<file path="src/sv/mtep_pkg.sv">
`timescale 1ns / 1ps
`default_nettype none
// ---------------------------------------------------------------------------
// MIDI track event parser package
// Item and result types, record kinds and status byte codes shared by the
// parser core and the top level.
// ---------------------------------------------------------------------------
package mtep_pkg;

    localparam int VLQ_MAX_BYTES_DEF = 4;

    typedef enum logic [2:0] {
        KIND_NOTE_OFF   = 3'd0,
        KIND_NOTE_ON    = 3'd1,
        KIND_TEMPO      = 3'd2,
        KIND_CHANNEL    = 3'd3,
        KIND_META       = 3'd4,
        KIND_BAD_STATUS = 3'd5,
        KIND_BAD_HEADER = 3'd6
    } t_kind;

    // Status byte codes and channel message high nibbles.
    localparam logic [7:0] STATUS_META   = 8'hFF;
    localparam logic [7:0] META_TEMPO    = 8'h51;
    localparam logic [3:0] NIB_NOTE_OFF  = 4'h8;
    localparam logic [3:0] NIB_NOTE_ON   = 4'h9;
    localparam logic [3:0] NIB_POLY_AT   = 4'hA;
    localparam logic [3:0] NIB_CONTROL   = 4'hB;
    localparam logic [3:0] NIB_PROGRAM   = 4'hC;
    localparam logic [3:0] NIB_CHAN_AT   = 4'hD;
    localparam logic [3:0] NIB_PITCH     = 4'hE;

    typedef struct packed {
        logic [7:0] data_byte;
        logic       start_of_track;
    } t_item;

    typedef struct packed {
        t_kind       kind;
        logic [27:0] delta_ticks;
        logic [7:0]  status_byte;
        logic [7:0]  first_param;
        logic [7:0]  second_param;
        logic [7:0]  meta_kind;
        logic [27:0] meta_size;
        logic [23:0] tempo_us;
        logic        track_done;
    } t_result;

    // The four bytes of the chunk tag "MTrk".
    function automatic logic [7:0] tag_byte(input logic [1:0] idx);
        logic [7:0] b;
        case (idx)
            2'd0:    b = 8'h4D;
            2'd1:    b = 8'h54;
            2'd2:    b = 8'h72;
            default: b = 8'h6B;
        endcase
        return b;
    endfunction

endpackage
`default_nettype wire

</file>
<file path="src/sv/midi_track_event_parser.sv">
`timescale 1ns / 1ps
`default_nettype none
// ---------------------------------------------------------------------------
// MIDI track event parser
// Parses the bytes of one track chunk and emits one record per event.
// ---------------------------------------------------------------------------
// Usage: the input channel carries one chunk byte per item, with
// start_of_track set on the first byte ("M") of each chunk. The output
// channel carries one record for every completed event and one error record
// for a bad tag or an unsupported status, after which the block ignores bytes
// until the next track start. Both channels use valid and stall.
// Path: the byte completing an event passes the input register, then the parse
// step, which pushes its record into a two-entry result queue; the record is
// valid on the output while it heads that queue.
// Throughput: one byte per cycle unless the queue is full; the parse step is a
// single pass of shifts and compares, so it runs at the input register's rate.
// When the receiver stalls, the result queue absorbs one more record; the
// input stalls only while the queue is full and a byte waits to be parsed.
// After reset the block is halted and holds no records: bytes are dropped
// until one arrives with start_of_track set.
// ---------------------------------------------------------------------------
module midi_track_event_parser #(
    parameter int VLQ_MAX_BYTES = mtep_pkg::VLQ_MAX_BYTES_DEF
) (
    input  wire               i_clk,
    input  wire               i_rst_n,
    input  wire               i_in_valid,
    input  mtep_pkg::t_item   i_in_item,
    output logic              o_in_stall,
    output logic              o_out_valid,
    output mtep_pkg::t_result o_out_item,
    input  wire               i_out_stall
);
    import mtep_pkg::*;

    logic    r_in_valid, n_in_valid;
    t_item   r_in;
    logic    load;
    logic    advance;
    logic    pop;
    logic    push;
    logic    res_valid;
    t_result res;
    t_result r_q0, n_q0;
    t_result r_q1, n_q1;
    logic [1:0] r_cnt, n_cnt;

    assign advance    = r_in_valid && (r_cnt != 2'd2);
    assign o_in_stall = r_in_valid && !advance;
    assign load       = i_in_valid && !o_in_stall;
    assign n_in_valid = load || (r_in_valid && !advance);

    mtep_parse #(
        .VLQ_MAX_BYTES(VLQ_MAX_BYTES)
    ) u_parse (
        .i_clk      (i_clk),
        .i_rst_n    (i_rst_n),
        .i_step     (advance),
        .i_item     (r_in),
        .o_res_valid(res_valid),
        .o_res      (res)
    );

    assign push        = res_valid;
    assign o_out_valid = (r_cnt != 2'd0);
    assign o_out_item  = r_q0;
    assign pop         = o_out_valid && !i_out_stall;

    always_comb begin
        n_q0  = r_q0;
        n_q1  = r_q1;
        n_cnt = r_cnt;
        case ({push, pop})
            2'b01: begin
                n_q0  = r_q1;
                n_cnt = r_cnt - 2'd1;
            end
            2'b10: begin
                if (r_cnt == 2'd0) begin
                    n_q0 = res;
                end else begin
                    n_q1 = res;
                end
                n_cnt = r_cnt + 2'd1;
            end
            2'b11: begin
                if (r_cnt == 2'd1) begin
                    n_q0 = res;
                end else begin
                    n_q0 = r_q1;
                    n_q1 = res;
                end
            end
            default: begin
                n_cnt = r_cnt;
            end
        endcase
    end

    always_ff @(posedge i_clk) begin
        if (!i_rst_n) begin
            r_in_valid <= 1'b0;
            r_cnt      <= 2'd0;
        end else begin
            r_in_valid <= n_in_valid;
            r_cnt      <= n_cnt;
        end
        if (load) begin
            r_in <= i_in_item;
        end
        r_q0 <= n_q0;
        r_q1 <= n_q1;
    end

    // The result queue never overflows and never counts past two.
    a_no_overflow: assert property (@(posedge i_clk) disable iff (!i_rst_n)
        (r_cnt == 2'd2) |-> !push)
        else $error("result pushed into a full queue");

    a_cnt_range: assert property (@(posedge i_clk) disable iff (!i_rst_n)
        r_cnt != 2'd3)
        else $error("result queue count out of range");

    // Error records never claim the end of the chunk.
    a_err_not_done: assert property (@(posedge i_clk) disable iff (!i_rst_n)
        (push && (res.kind == KIND_BAD_STATUS || res.kind == KIND_BAD_HEADER))
        |-> !res.track_done)
        else $error("error record marked as track end");

    // A byte that cannot advance is kept for the next cycle.
    a_in_held: assert property (@(posedge i_clk) disable iff (!i_rst_n)
        (r_in_valid && !advance) |=> (r_in_valid && $stable(r_in)))
        else $error("waiting byte lost");

endmodule
`default_nettype wire

</file>
<file path="src/sv/mtep_parse.sv">
`timescale 1ns / 1ps
`default_nettype none
// ---------------------------------------------------------------------------
// MIDI track event parser core
// Holds the parse state and updates it from one byte per step, producing at
// most one event record in the same step.
// ---------------------------------------------------------------------------
module mtep_parse #(
    parameter int VLQ_MAX_BYTES = mtep_pkg::VLQ_MAX_BYTES_DEF
) (
    input  wire               i_clk,
    input  wire               i_rst_n,
    input  wire               i_step,
    input  mtep_pkg::t_item   i_item,
    output logic              o_res_valid,
    output mtep_pkg::t_result o_res
);
    import mtep_pkg::*;

    localparam logic [2:0] VLQ_LIMIT = 3'(VLQ_MAX_BYTES);

    typedef enum logic [3:0] {
        PH_TAG, PH_LEN, PH_DELTA, PH_STATUS, PH_PARAM1,
        PH_PARAM2, PH_MTYPE, PH_MLEN, PH_MDATA
    } t_phase;

    t_phase      r_phase, n_phase, c_phase;
    logic [2:0]  r_fc, n_fc, c_fc;
    logic [27:0] r_vlq, n_vlq, c_vlq;
    logic [27:0] r_delta, n_delta, c_delta;
    logic [7:0]  r_status, n_status, c_status;
    logic [7:0]  r_param, n_param, c_param;
    logic [7:0]  r_mtype, n_mtype, c_mtype;
    logic [27:0] r_mrem, n_mrem, c_mrem;
    logic [27:0] r_mlen, n_mlen, c_mlen;
    logic [23:0] r_tempo, n_tempo, c_tempo;
    logic [31:0] r_chunk, n_chunk, c_chunk;
    logic [31:0] r_bytes, n_bytes, c_bytes;
    logic        r_halted, n_halted, c_halted;

    logic        clr;
    logic [7:0]  b;
    logic [27:0] vlq_acc;
    logic [2:0]  vlq_fc;
    logic        vlq_end;
    logic        emit;
    logic        emit_err;
    logic        emit_meta;
    t_kind       emit_kind;
    logic [7:0]  emit_p1;
    logic [7:0]  emit_p2;
    logic        done;
    logic [3:0]  hi;

    assign clr = i_step && i_item.start_of_track;
    assign b   = i_item.data_byte;

    // A track start clears the parser before its byte is taken.
    always_comb begin
        c_phase  = clr ? PH_TAG : r_phase;
        c_fc     = clr ? 3'd0   : r_fc;
        c_vlq    = clr ? '0     : r_vlq;
        c_delta  = clr ? '0     : r_delta;
        c_status = clr ? '0     : r_status;
        c_param  = clr ? '0     : r_param;
        c_mtype  = clr ? '0     : r_mtype;
        c_mrem   = clr ? '0     : r_mrem;
        c_mlen   = clr ? '0     : r_mlen;
        c_tempo  = clr ? '0     : r_tempo;
        c_chunk  = clr ? '0     : r_chunk;
        c_bytes  = clr ? '0     : r_bytes;
        c_halted = clr ? 1'b0   : r_halted;
    end

    assign vlq_acc = {c_vlq[20:0], b[6:0]};
    assign vlq_fc  = c_fc + 3'd1;
    assign vlq_end = !b[7] || (vlq_fc >= VLQ_LIMIT);

    always_comb begin
        n_phase  = c_phase;
        n_fc     = c_fc;
        n_vlq    = c_vlq;
        n_delta  = c_delta;
        n_status = c_status;
        n_param  = c_param;
        n_mtype  = c_mtype;
        n_mrem   = c_mrem;
        n_mlen   = c_mlen;
        n_tempo  = c_tempo;
        n_chunk  = c_chunk;
        n_bytes  = c_bytes;
        n_halted = c_halted;
        emit      = 1'b0;
        emit_err  = 1'b0;
        emit_meta = 1'b0;
        emit_kind = KIND_CHANNEL;
        emit_p1   = '0;
        emit_p2   = '0;
        hi        = c_status[7:4];
        done      = 1'b0;
        o_res_valid = 1'b0;
        o_res       = '0;

        if (i_step && !c_halted) begin
            if (c_phase != PH_TAG && c_phase != PH_LEN && c_bytes != 32'hFFFF_FFFF) begin
                n_bytes = c_bytes + 32'd1;
            end
            case (c_phase)
                PH_TAG: begin
                    if (b != tag_byte(c_fc[1:0])) begin
                        emit      = 1'b1;
                        emit_err  = 1'b1;
                        emit_kind = KIND_BAD_HEADER;
                    end else begin
                        n_fc = c_fc + 3'd1;
                        if (n_fc >= 3'd4) begin
                            n_phase = PH_LEN;
                            n_fc    = 3'd0;
                        end
                    end
                end
                PH_LEN: begin
                    n_chunk = {c_chunk[23:0], b};
                    n_fc    = c_fc + 3'd1;
                    if (n_fc >= 3'd4) begin
                        if (n_chunk == 32'd0) begin
                            n_halted = 1'b1;
                        end else begin
                            n_phase = PH_DELTA;
                            n_fc    = 3'd0;
                            n_vlq   = '0;
                        end
                    end
                end
                PH_DELTA: begin
                    n_vlq = vlq_acc;
                    n_fc  = vlq_fc;
                    if (vlq_end) begin
                        n_delta = vlq_acc;
                        n_phase = PH_STATUS;
                    end
                end
                PH_STATUS: begin
                    n_status = b;
                    if (b == STATUS_META) begin
                        n_phase = PH_MTYPE;
                    end else if (b[7:4] == NIB_NOTE_OFF || b[7:4] == NIB_NOTE_ON ||
                                 b[7:4] == NIB_POLY_AT || b[7:4] == NIB_CONTROL ||
                                 b[7:4] == NIB_PITCH || b[7:4] == NIB_PROGRAM ||
                                 b[7:4] == NIB_CHAN_AT) begin
                        n_phase = PH_PARAM1;
                    end else begin
                        emit      = 1'b1;
                        emit_err  = 1'b1;
                        emit_kind = KIND_BAD_STATUS;
                    end
                end
                PH_PARAM1: begin
                    if (hi == NIB_PROGRAM || hi == NIB_CHAN_AT) begin
                        emit      = 1'b1;
                        emit_kind = KIND_CHANNEL;
                        emit_p1   = b;
                    end else begin
                        n_param = b;
                        n_phase = PH_PARAM2;
                    end
                end
                PH_PARAM2: begin
                    emit    = 1'b1;
                    emit_p1 = c_param;
                    emit_p2 = b;
                    // A note-on with zero velocity is a note-off.
                    if (hi == NIB_NOTE_OFF || (hi == NIB_NOTE_ON && b == 8'd0)) begin
                        emit_kind = KIND_NOTE_OFF;
                    end else if (hi == NIB_NOTE_ON) begin
                        emit_kind = KIND_NOTE_ON;
                    end else begin
                        emit_kind = KIND_CHANNEL;
                    end
                end
                PH_MTYPE: begin
                    n_mtype = b;
                    n_phase = PH_MLEN;
                    n_fc    = 3'd0;
                    n_vlq   = '0;
                end
                PH_MLEN: begin
                    n_vlq = vlq_acc;
                    n_fc  = vlq_fc;
                    if (vlq_end) begin
                        n_mlen  = vlq_acc;
                        n_mrem  = vlq_acc;
                        n_tempo = '0;
                        if (vlq_acc == 28'd0) begin
                            emit      = 1'b1;
                            emit_meta = 1'b1;
                        end else begin
                            n_phase = PH_MDATA;
                        end
                    end
                end
                PH_MDATA: begin
                    // Only the first three data bytes are gathered into the tempo.
                    if ((c_mlen - c_mrem) < 28'd3) begin
                        n_tempo = {c_tempo[15:0], b};
                    end
                    n_mrem = c_mrem - 28'd1;
                    if (n_mrem == 28'd0) begin
                        emit      = 1'b1;
                        emit_meta = 1'b1;
                    end
                end
                default: begin
                    n_halted = 1'b1;
                end
            endcase

            if (emit_meta) begin
                emit_kind = (n_mtype == META_TEMPO) ? KIND_TEMPO : KIND_META;
            end

            if (emit) begin
                done = !emit_err && (n_bytes >= n_chunk);
                o_res_valid        = 1'b1;
                o_res.kind         = emit_kind;
                o_res.delta_ticks  = (emit_kind == KIND_BAD_HEADER) ? '0 : n_delta;
                o_res.status_byte  = (emit_kind == KIND_BAD_HEADER) ? '0 : n_status;
                o_res.first_param  = emit_p1;
                o_res.second_param = emit_p2;
                o_res.meta_kind    = emit_meta ? n_mtype : 8'd0;
                o_res.meta_size    = emit_meta ? n_mlen : 28'd0;
                o_res.tempo_us     = (emit_kind == KIND_TEMPO) ? n_tempo : 24'd0;
                o_res.track_done   = done;
                if (emit_err || done) begin
                    n_halted = 1'b1;
                end else begin
                    n_phase = PH_DELTA;
                    n_fc    = 3'd0;
                    n_vlq   = '0;
                end
            end
        end
    end

    always_ff @(posedge i_clk) begin
        if (!i_rst_n) begin
            r_phase  <= PH_TAG;
            r_fc     <= '0;
            r_vlq    <= '0;
            r_delta  <= '0;
            r_status <= '0;
            r_param  <= '0;
            r_mtype  <= '0;
            r_mrem   <= '0;
            r_mlen   <= '0;
            r_tempo  <= '0;
            r_chunk  <= '0;
            r_bytes  <= '0;
            r_halted <= 1'b1;
        end else begin
            r_phase  <= n_phase;
            r_fc     <= n_fc;
            r_vlq    <= n_vlq;
            r_delta  <= n_delta;
            r_status <= n_status;
            r_param  <= n_param;
            r_mtype  <= n_mtype;
            r_mrem   <= n_mrem;
            r_mlen   <= n_mlen;
            r_tempo  <= n_tempo;
            r_chunk  <= n_chunk;
            r_bytes  <= n_bytes;
            r_halted <= n_halted;
        end
    end

endmodule
`default_nettype wire
</file>
<file path="config.mk">
export PLATFORM = sky130hd
export DESIGN_NAME = midi_track_event_parser
export DESIGN_NICKNAME = d
export VERILOG_FILES = /design/src/sv/mtep_pkg.sv /design/src/sv/midi_track_event_parser.sv /design/src/sv/mtep_parse.sv
export SDC_FILE = /design/constraint.sdc
export NUM_CORES = 1
export LEC_CHECK = 0
export ABC_CLOCK_PERIOD_IN_PS = 18840
export BUFFER_PORTS_ARGS = -buffer_cell sky130_fd_sc_hd__buf_2
export CAP_MARGIN = 40
export CORE_ASPECT_RATIO = 0.8
export CORE_MARGIN = 2
export CORE_UTILIZATION = 39
export CTS_CLUSTER_DIAMETER = 60
export CTS_CLUSTER_SIZE = 16
export DETAILED_ROUTE_END_ITERATION = 10
export PLACE_DENSITY_LB_ADDON = 0.25
export SYNTH_ARGS = -nofsm -noshare
export SYNTH_HDL_FRONTEND = slang
export SYNTH_SLANG_ARGS = --single-unit
</file>
<file path="constraint.sdc">
create_clock -name i_clk -period 18.84 [get_ports i_clk]
set_input_delay 0.942 -clock i_clk [delete_from_list [all_inputs] [get_ports i_clk]]
set_output_delay 0.942 -clock i_clk [all_outputs]
set_load 0.005 [all_outputs]
</file>
# Word level (Yosys, flattened, before mapping)
# Cells that the tools add are included.
[op_classes]
n_reduce_logical = 43
n_addsub = 6
eq_ne = 36
n_lt_le_gt_ge = 3
n_mux = 118
[ops]
columns = ["cell", "count"]
rows = [
  ["116-bit 2-to-1 mux", 6],
  ["28-bit 2-to-1 mux", 19],
  ["116-bit case mux with 3 select lines", 1],
  ["32-bit 2-to-1 mux", 8],
  ["116-bit case mux with 2 select lines", 1],
  ["8-bit 2-to-1 mux", 17],
  ["24-bit 2-to-1 mux", 5],
  ["28-bit case mux with 3 select lines", 1],
  ["28-bit zero test", 2],
  ["4-bit 2-to-1 mux", 14],
  ["28-bit case mux with 2 select lines", 1],
  ["4-bit equality test, second input constant", 12],
  ["24-bit case mux with 2 select lines", 1],
  ["3-bit 2-to-1 mux", 15],
  ["32-bit by 1-bit adder with 32-bit output, second input constant", 1],
  ["32-bit greater-or-equal comparator", 1],
  ["32-bit zero test", 1],
  ["32-bit != test, second input constant", 1],
  ["28-bit by 2-bit less-than comparator with 1-bit output, second input constant", 1],
  ["4-bit case mux with 7 select lines", 1],
  ["28-bit by 1-bit subtractor with 28-bit output, second input constant", 1],
  ["28-bit subtractor", 1],
  ["1-bit 2-to-1 mux", 18],
  ["6-bit case mux with 3 select lines", 1],
  ["36 further kinds", 76],
]
[totals]
regBits = 476
output_inout_bits = 118

# Logic depth before layout (Yosys ltp)
# Gate-level depths: netlist of run 1.
[logic_depth]
ltp_word = 19
mapped_depth = 36
mapped_depth_nobuf = 27

# Cells and area by module
# Synthesis of run 1 repeated with hierarchy kept, for this count alone.
[unflattened]
cells_unflattened = 2759
hier_area_um2 = 24936.4
[by_module_without_submodules]
columns = ["module", "instances", "cells_per_inst", "area_per_inst_um2", "seq_area_each_um2"]
rows = [
  ["mtep_parse", 1, 2338, 16209.3, 4504.3],
  ["midi_track_event_parser", 1, 421, 8727.1, 7297.0],
]

# Worst setup path after synthesis of run 1
# Ideal clock, no wire load.
[synth_timing]
path_type = "reg2reg"
start = "register r_cnt[0]"
end = "register r_q0 (netlist bit o_out_item[0]) (enable)"
period_less_slack_ps = 13981
setup_slack_ps = 4859
path_buffers = 12
stages_incl_launch_ff = 25
arrival_ps = 13230
required_time_ps = 18089
cell_sequence = "dfxtp_1 -> inv_1 -> ha_1 -> nand3b_1 -> clkbuf_1 -> buf_2 -> buf_1 -> clkbuf_1 -> clkbuf_1 -> buf_1 -> buf_1 -> clkbuf_1 -> clkbuf_1 -> and2_1 -> ha_1 -> nor3b_1 -> nand3_1 -> nor3_1 -> nand4b_1 -> o41ai_4 -> o21ai_2 -> buf_2 -> buf_2 -> buf_2 -> o21ai_0"
[synth_via]
elab_chain_cells = 17
word_cells_on_any_way = 51
cone_classes = "add/sub (2); order compare (1); eq/ne (15); mux (18); reduce/logical (15)"
[synth_rtl]
columns = ["element", "line_no", "text"]
rows = [
  ["from (decl)", "midi_track_event_parser.sv:46", "logic [1:0] r_cnt, n_cnt;"],
  ["from (signal assigned)", "midi_track_event_parser.sv:106", "r_cnt <= n_cnt;"],
  ["parallel branches: the longest is 16 deep, another holds 28-bit by 1-bit subtractor with 28-bit output", "--", ""],
  ["2-bit AND reduction (no line) *", "--", ""],
  ["to (signal assigned)", "midi_track_event_parser.sv:111", "r_q0 <= n_q0;"],
  ["to (decl)", "midi_track_event_parser.sv:44", "t_result r_q0, n_q0;"],
]
# Every way passes the cells marked *. The select of a mux whose other input is x is not followed.
# A chain may end at the register's enable or synchronous reset.

# Worst setup path in the final report of run 1
[layout_timing]
start = "register r_cnt[0]"
end = "register u_parse.r_vlq[14]"
[layout_via]
elab_chain_cells = 18
word_cells_on_any_way = 69
cone_classes = "add/sub (3); order compare (2); eq/ne (16); mux (30); reduce/logical (18)"
[layout_rtl]
columns = ["element", "line_no", "text"]
rows = [
  ["2-bit != test *", "midi_track_event_parser.sv:48", "assign advance = r_in_valid && (r_cnt != 2'd2);"],
  ["1-bit logical AND *", "midi_track_event_parser.sv:48", ""],
  ["parallel branches: the longest is 15 deep, another holds 32-bit by 1-bit adder with 32-bit output", "--", ""],
  ["28-bit 2-to-1 mux *", "mtep_parse.sv:104", "if (i_step && !c_halted) begin"],
  ["to (signal assigned)", "mtep_parse.sv:263", "r_vlq <= n_vlq;"],
  ["to (decl)", "mtep_parse.sv:29", "logic [27:0] r_vlq, n_vlq, c_vlq;"],
]
# Marked as above.

==> flow_summary_export.csv, run 1 <==
group,metric,value,unit
logic_synthesis,synth_top_area_share,0.2701,
worst_hold_path,min_path_type,"reg2reg",
sta,setup_viol_count_final,0,
clocking,clk_transition_reported_paths,0.07,ns
routing,drt_iter0_drc,2188,
final_layout,multiInputGateArea,13880,um2
sta,timing.final.crit_share,0.4342,
clocking,tritoncts_clock_tree,"yes",
die,std_cell_rows,85,
final_layout,syn2layout_area_growth,9.925,%
global_route,grt_start_max_net_pins,85,
logic_synthesis,synth-adder-area-share,0.02672,
sta,maximum_frequency_from_static_timing_analysis,122.2,MHz
critical_path,crit_type,"reg2reg",
critical_path,crit_required,19.35,ns
logic_synthesis,ys.flop_type,"edfxtp_1",
final_layout,final_nets,3111,
logic_synthesis,yosys.area_share.simple,0.2158,
global_route,grt_pass1_vias,22201,
clocking,number_of_clock_buffers_inserted_by_tritoncts,39,
clocking,cts.repair_timing.setup_buffer_count,0,
routing,via_per_inst,5.877,
clocking,root_buffer,"clkbuf_16",
logic_synthesis,synth_top_family_by_area,"simple AND/OR/NAND/NOR gates",
die,fp.dieW,297.0,um
logic_synthesis,synth_area_leaders,"edfxtp_1 27%, dfxtp_1 17%, nand2_1 6.7%",
die,initial_utilization,0.3961,
clocking,post_cts_resized,0,
sta,worst_clock_skew,0.03108,ns
final_layout,seq_area,11800,um2
logic_synthesis,synth.yosys.warnings,0,
clocking,htreeDepth,2,
clocking,clock_latency,0.58,ns
power_and_ir_drop,cell_int_power,1.827,mW
die,core_region_area,67640,um2
power_and_ir_drop,share_seq_of_total_power,0.492,
die,die-area,70820,um2
global_route,grt_usage,0.2271,
global_route,antenna_found_initial,0,
sta,timing_max_transition_violations_final,0,
critical_path,timing.critical_path.fanout_max,38,
critical_path,max_stage_delay,0.68,ns
die,chipHeight,238.4,um
logic_synthesis,muxShareOfSynthArea,0.04530,
sta,setup_repair_after_global_routing_missed_its_margin,"false",
final_layout,num-fill-cells,6653,
power_and_ir_drop,powerDensity,87.72,nW/um2
routing,drt_drc_violations_left,0,
logic_synthesis,synth-async-reset-ratio,0,
logic_synthesis,yosysUniqueCellTypes,93,
logic_synthesis,synth.top_cells.by_count,"480 x nand2_1, 250 x nor2_1, 241 x edfxtp_1, 231 x a21oi_1, 228 x dfxtp_1",
die,num_io_pins,131,
sta,setup_total_negative_slack,0,ns
routing,num_vias,23433,
placement,place.port_buffers,130,
logic_synthesis,synth.largest_area_cell,"edfxtp_1",
sta,layout_min_cycle_time,8.181,ns
global_route,first_pass_grt_wire_length,129500,um
logic_synthesis,postSynthRegisterBits,469,
routing,route.detailed.wl_per_inst,20.79,um
run,max_cap_violations,0,
critical_path,crit_end_category,"flop",
logic_synthesis,synth_area_in_xor_xnor,0.02812,
critical_path,cp_slowest_cell,"nor4_1",
global_route,grt-ovfl-total,0,
critical_path,startpoint_type,"flop",
clocking,ctsLongestPathBuffers,3,
sta,timing_worst_slew_pin_value,0.9127,ns
logic_synthesis,synth.avg_cell_area,8.766,um2
final_layout,post_route_cells_drive_above_1_share,0.1107,
clocking,cts_hold_repair.buffers,0,
sta,worst_slew_margin_rel,0.3901,
placement,dpl.hpwl,56950,um
outcome,run_status,"completed",
routing,post_route_ant_nets,0,
power_and_ir_drop,power_frac_clock,0.317,
logic_synthesis,mappedNetlistArea,26790,um2
power_and_ir_drop,netSwitchingPower,0.7566,mW
placement,final_weighted_congestion_in_routability_driven_placement,0.9148,
logic_synthesis,synth.yosys.seq_area_share,0.4405,
sta,final.hold.worst_slack,0.4549,ns
power_and_ir_drop,p_leak,10.49,nW
power_and_ir_drop,worst_ir_drop_vdd,0.07292,mV
logic_synthesis,fraction_of_the_mapped_netlist_area_in_compound_gates,0.1998,
sta,final-hold-violation-count,0,
logic_synthesis,edff_count_synth,241,
critical_path,worst-endpoint-arrival,8.69,ns
logic_synthesis,dominant_cell_by_count_in_the_synthesized_netlist,"nand2_1",
logic_synthesis,synth_cells,3056,
power_and_ir_drop,power_switching_share,0.2929,
logic_synthesis,syn_nets,3123,
routing,drt_first_pass_iters,6,
clocking,clk_sinks,469,
power_and_ir_drop,pwr-share-comb,0.191,
routing,routed_wl,82900,um
final_layout,utilization_after_layout,0.4354,
stage by stage:
stage               setup slack [ns]  total power, mW  area [um2]  cells
floorplan                      4.859            1.622       26790   3056
global placement               10.64            1.771       28010   3902
detailed placement             10.86            1.789       28230   3915
CTS                            10.82            2.608       29440   3984
global route                   9.952            2.693       29440   3985
finish                         10.66            2.583       29450   3987
path summary, 6_finish.rpt:
| kind | from | endpoint | slack [ns] | depth (start not counted) |
|---|---|---|---|---|
| worst max-delay path | r_cnt[0]$_SDFFE_PN0P_ | u_parse.r_vlq[14]$_SDFF_PN0_ | 10.66 | 27 |
| worst min-delay path | u_parse.r_delta[13]$_SDFF_PN0_ | u_parse.r_delta[13]$_SDFF_PN0_ | 0.45 | 2 |
| worst max register to register | r_cnt[0]$_SDFFE_PN0P_ | u_parse.r_vlq[14]$_SDFF_PN0_ | 10.66 | 27 |
| worst min register to register | u_parse.r_delta[13]$_SDFF_PN0_ | u_parse.r_delta[13]$_SDFF_PN0_ | 0.45 | 2 |
sequential cells by signal (all words and copies together), names as in the netlist:
register / cells
u_parse.r_tempo: 24
u_parse.r_halted: 1
u_parse.r_vlq: 21
r_q1: 116
u_parse.r_param: 8
o_out_item: 116
u_parse.r_bytes: 32
u_parse.r_mlen: 28
u_parse.r_status: 8
r_cnt: 2
u_parse.r_chunk: 32
r_in_valid: 1
r_in: 9
u_parse.r_delta: 28
u_parse.r_mtype: 8
u_parse.r_mrem: 28
u_parse.r_fc: 3
u_parse.r_phase: 4
metal layers:
metal,track usage,wire length (um),vias to the layer above
li1,-,-,11045
met1,0.3309,39000,11430
met2,0.3607,36880,850
met3,0.02477,5322,108
met4,0.05479,1692,0
met5,0,0,-
cell type report:
| type | count | share of cell area |
|---|---|---|
| sequential | 469 | 0.4007 |
| clock inverter | 15 | 0.005141 |
| tap | 913 | 0.03879 |
| multi-input combinational | 2296 | 0.4715 |
| antenna | 2 | 0.0001700 |
| clock buffer | 54 | 0.03573 |
| timing repair buffer | 190 | 0.04181 |
| inverter | 48 | 0.006118 |
logic make-up after synthesis:
kind of cell / after synthesis
AO/OA/AOI/OAI: 820
multiplexers: 116
XOR/XNOR: 86
buffers and inverters: 291
adder cells (fa/ha/maj): 58
flip-flops: 469
AND/OR/NAND/NOR: 1216
power groups by stage:
stage | Clock, mW | Sequential, mW | Combinational [mW]
finish | 0.818 | 1.27 | 0.494
global route | 0.872 | 1.28 | 0.537
CTS | 0.839 | 1.27 | 0.495
detailed placement | 0 | 1.29 | 0.494
global placement | 0 | 1.29 | 0.480
floorplan | 0 | 1.34 | 0.282
layout by cell type, fill, tap and decap left out, types with 32 or more instances in the layout:
cell	n
nor2_1	248
dfxtp_1	228
a21oi_1	230
nand3_1	74
a22o_1	37
inv_1	48
edfxtp_1	241
clkbuf_16	39
a22oi_1	67
nand4_1	34
nor3_1	60
xnor2_1	44
buf_2	130
xor2_1	42
o21ai_1	32
o21ai_0	146
a21boi_0	41
a21o_1	42
and3_1	36
nor2b_1	69
buf_4	50
nand2_1	479
ha_1	53
and2_1	54
mux2i_1	74
mux2_2	42
worst max-delay path: cells and delay by family (launching register included):
kind | cells | cell delay [ns]
XOR/XNOR | 1 | 0.14
adder cells (fa/ha/maj) | 3 | 0.74
AND/OR/NAND/NOR | 15 | 4.37
buffers and inverters | 4 | 0.87
AO/OA/AOI/OAI | 4 | 1.60
flip-flops | 1 | 0.36
No activity file was read; power rests on OpenSTA's default activity.
==> inputs of run 2 (changes only) <==
--- a/config.mk
+++ b/config.mk
@@ -5,7 +5,8 @@
 export SDC_FILE = /design/constraint.sdc
 export NUM_CORES = 1
 export LEC_CHECK = 0
-export ABC_CLOCK_PERIOD_IN_PS = 18840
+export ABC_AREA = 1
+export ABC_CLOCK_PERIOD_IN_PS = 7200
 export BUFFER_PORTS_ARGS = -buffer_cell sky130_fd_sc_hd__buf_2
 export CAP_MARGIN = 40
 export CORE_ASPECT_RATIO = 0.8
==> constraint.sdc (replaced) <==
create_clock -name i_clk -period 7.2 [get_ports i_clk]
set_input_delay 0.36 -clock i_clk [delete_from_list [all_inputs] [get_ports i_clk]]
set_output_delay 0.36 -clock i_clk [all_outputs]
set_load 0.005 [all_outputs]
==> flow_summary_export.csv, run 2 <==
group,metric,value,unit
outcome,run_status,"completed",
sta,maximum_frequency_from_static_timing_analysis,172.0,MHz
final_layout,antenna_diode_instance_count,0,
critical_path,critical_path.n_buffers_inverters,9,
clocking,tritoncts_clock_tree,"yes",
clocking,htreeDepth,2,
logic_synthesis,edff_count_synth,241,
logic_synthesis,dominant_cell_by_count_in_the_synthesized_netlist,"nand2_1",
worst_hold_path,min_path_type,"in2reg",
logic_synthesis,postSynthRegisterBits,469,
critical_path,crit_required,7.63,ns
logic_synthesis,synth.top_cells.by_count,"1,000 x nand2_1, 453 x inv_1, 356 x nor2_1, 354 x a21oi_1, 279 x o21ai_0",
die,core_region_area,72120,um2
critical_path,worst_setup_path_startpoint,"r_cnt[0]$_SDFFE_PN0P_",
placement,dpl.hpwl,60670,um
clocking,number_of_clock_buffers_inserted_by_tritoncts,42,
clocking,clock_latency,0.62,ns
critical_path,startpoint_type,"flop",
clocking,clk_transition_reported_paths,0.07,ns
sta,timing_max_transition_violations_final,0,
sta,final-hold-violation-count,0,
routing,drt_drc_violations_left,0,
final_layout,most_used_cells_in_the_layout_excluding_fill_and_tap_cells,"995 x nand2_1, 449 x inv_1, 354 x a21oi_1, 352 x nor2_1, 278 x o21ai_0",
die,std_cell_rows,88,
critical_path,worst-endpoint-arrival,6.24,ns
placement,placement.cell_area,29960,um2
sta,timing_worst_slew_pin_value,0.9085,ns
routing,post_route_ant_nets,0,
critical_path,family_of_cells_with_the_greatest_summed_delay_on_the_critical_path,"simple AND/OR/NAND/NOR gates",
sta,worst_slew_margin_rel,0.3943,
die,fp.dieW,306.0,um
routing,drt_iter0_drc,2874,
worst_hold_path,min-delay-start,"i_in_valid",
logic_synthesis,synth_area_in_xor_xnor,0.01324,
clocking,clk_sinks,469,
sta,layout_min_cycle_time,5.813,ns
die,initial_utilization,0.3944,
logic_synthesis,fraction_of_the_mapped_netlist_area_in_compound_gates,0.1736,
global_route,grt_start_max_net_pins,93,
final_layout,finalInstanceArea,31490,um2
routing,routed_wl,86800,um
logic_synthesis,synth.largest_area_cell,"edfxtp_1",
global_route,grt_pass1_vias,24023,
logic_synthesis,synth_cells,4015,
clocking,post_cts_resized,0,
global_route,grt_usage,0.2253,
placement,final_weighted_congestion_in_routability_driven_placement,0.9531,
critical_path,cp_slowest_cell,"inv_2",
clocking,ctsLongestPathBuffers,3,
routing,route.detailed.wl_per_inst,17.39,um
run,max_cap_violations,0,
logic_synthesis,mappedNetlistArea,28450,um2
sta,final.hold.worst_slack,0.1255,ns
logic_synthesis,synth.yosys.seq_area_share,0.4149,
logic_synthesis,synth_top_area_share,0.2544,
sta,timing.final.crit_share,0.8074,
die,die-area,75130,um2
global_route,antenna_found_initial,0,
die,num_io_pins,131,
final_layout,syn2layout_area_growth,10.68,%
placement,place.port_buffers,130,
power_and_ir_drop,worst_ir_drop_vdd,0.1621,mV
power_and_ir_drop,powerDensity,238.7,nW/um2
logic_synthesis,syn_nets,4082,
routing,via_per_inst,5.380,
global_route,first_pass_grt_wire_length,136400,um
sta,setup_viol_count_final,0,
logic_synthesis,synth-adder-area-share,0.02375,
critical_path,worstReg2RegStart,"r_cnt[0]$_SDFFE_PN0P_",
logic_synthesis,synth_area_leaders,"edfxtp_1 25%, dfxtp_1 16%, nand2_1 13%",
logic_synthesis,yosys.area_share.simple,0.2727,
critical_path,crit_type,"reg2reg",
logic_synthesis,synth.yosys.warnings,0,
final_layout,mostFrequentLayoutCell,"nand2_1",
sta,setup_repair_after_global_routing_missed_its_margin,"false",
logic_synthesis,yosysUniqueCellTypes,54,
routing,num_vias,26856,
logic_synthesis,synth.avg_cell_area,7.085,um2
global_route,grt-ovfl-total,0,
routing,drt_first_pass_iters,6,
critical_path,crit_end_category,"flop",
critical_path,timing.critical_path.fanout_max,65,
clocking,root_buffer,"clkbuf_16",
logic_synthesis,synth_top_family_by_area,"simple AND/OR/NAND/NOR gates",
logic_synthesis,synth-async-reset-ratio,0,
die,chipHeight,245.6,um
power_and_ir_drop,p_leak,13.89,nW
logic_synthesis,ys.flop_type,"edfxtp_1",
final_layout,final_nets,4080,
logic_synthesis,muxShareOfSynthArea,0,
critical_path,max_stage_delay,0.58,ns
sta,worst_clock_skew,0.06038,ns
final_layout,post_route_cells_drive_above_1_share,0.08871,
==> run 2: report_power, final <==
group	leakage (nW)	switching, mW	internal [mW]
Clock	0.696	1.13	1.28
Combinational	9.07	1.32	0.543
Sequential	4.12	0.0929	3.14
Total	13.9	2.55	4.97
==> run 2: repair_timing <==
item | 4_1_cts | 5_1_grt
hold endpoints to repair | 9 | 0
setup buffers | 0 | 0
hold buffers | 9 | 0
==> run 2: per-stage QoR <==
stage	power [mW]	setup slack (ns)	utilization	setup TNS, ns	cells
global placement	5.105	1.403	0.4128	0	4896
global route	7.908	0.7303	0.4366	0	4992
detailed placement	5.145	1.423	0.4154	0	4905
finish	7.516	1.387	0.4366	0	4992
CTS	7.578	1.364	0.4366	0	4992
floorplan	4.539	-0.1519	-	-17.62	4015
==> run 2: cell families (layout without fill, tap and decap cells) <==
| group | Yosys count | after routing |
|---|---|---|
| and+or+nand+nor | 1825 | 1825 |
| AOI/OAI and AO/OA | 902 | 902 |
| buffers and inverters | 722 | 754 |
| DFF | 469 | 469 |
| adders and majority gates | 54 | 54 |
| xor gates and xnor gates | 43 | 43 |
==> run 2: worst reg2reg max path: stages, from the launching register on <==
cell	delay (ns)
dfxtp_2	0.38
inv_2	0.07
ha_4	0.16
inv_2	0.09
nand3_4	0.36
buf_12	0.39
buf_12	0.24
nand2_1	0.18
inv_1	0.09
nor2_1	0.19
nand2_1	0.15
nor2_4	0.28
nand3_1	0.19
xor2_1	0.30
nand4_1	0.14
nor2_1	0.12
nand3_1	0.18
nand3_4	0.20
nand2_4	0.08
inv_4	0.11
ha_4	0.17
nand2_1	0.06
inv_1	0.15
nor2_2	0.06
inv_2	0.58
buf_4	0.44
a21oi_1	0.09
o21ai_1	0.20
==> run 2: path summary, 6_finish.rpt <==
kind,end,slack [ns],cells after the start
worst min-delay path,r_in_valid$_SDFF_PN0_,0.13,3
worst max register to register,o_out_item[97]$_DFFE_PP_,1.39,27
worst max-delay path,o_out_item[97]$_DFFE_PP_,1.39,27
worst min register to register,u_parse.r_delta[15]$_SDFF_PN0_,0.48,2
==> run 2: area by class of cell <==
| cell class | count | area (um2) |
|---|---|---|
| Clock buffer | 56 | 1124 |
| Inverter | 480 | 1813 |
| Clock inverter | 22 | 314.1 |
| Fill cell | 7283 | 40630 |
| Timing Repair Buffer | 196 | 1364 |
| Sequential cell | 469 | 11800 |
| Tap cell | 945 | 1182 |
| Multi-Input combinational cell | 2824 | 13890 |
==> run 2: layer usage <==
metal / track usage / share of wire / up-vias
met2: 0.3334 / 0.42 / 924
met4: 0.05346 / 0.019 / 0
met3: 0.03947 / 0.077 / 99
met1: 0.3380 / 0.48 / 12461
met5: 0 / 0 / -
li1: - / - / 13372
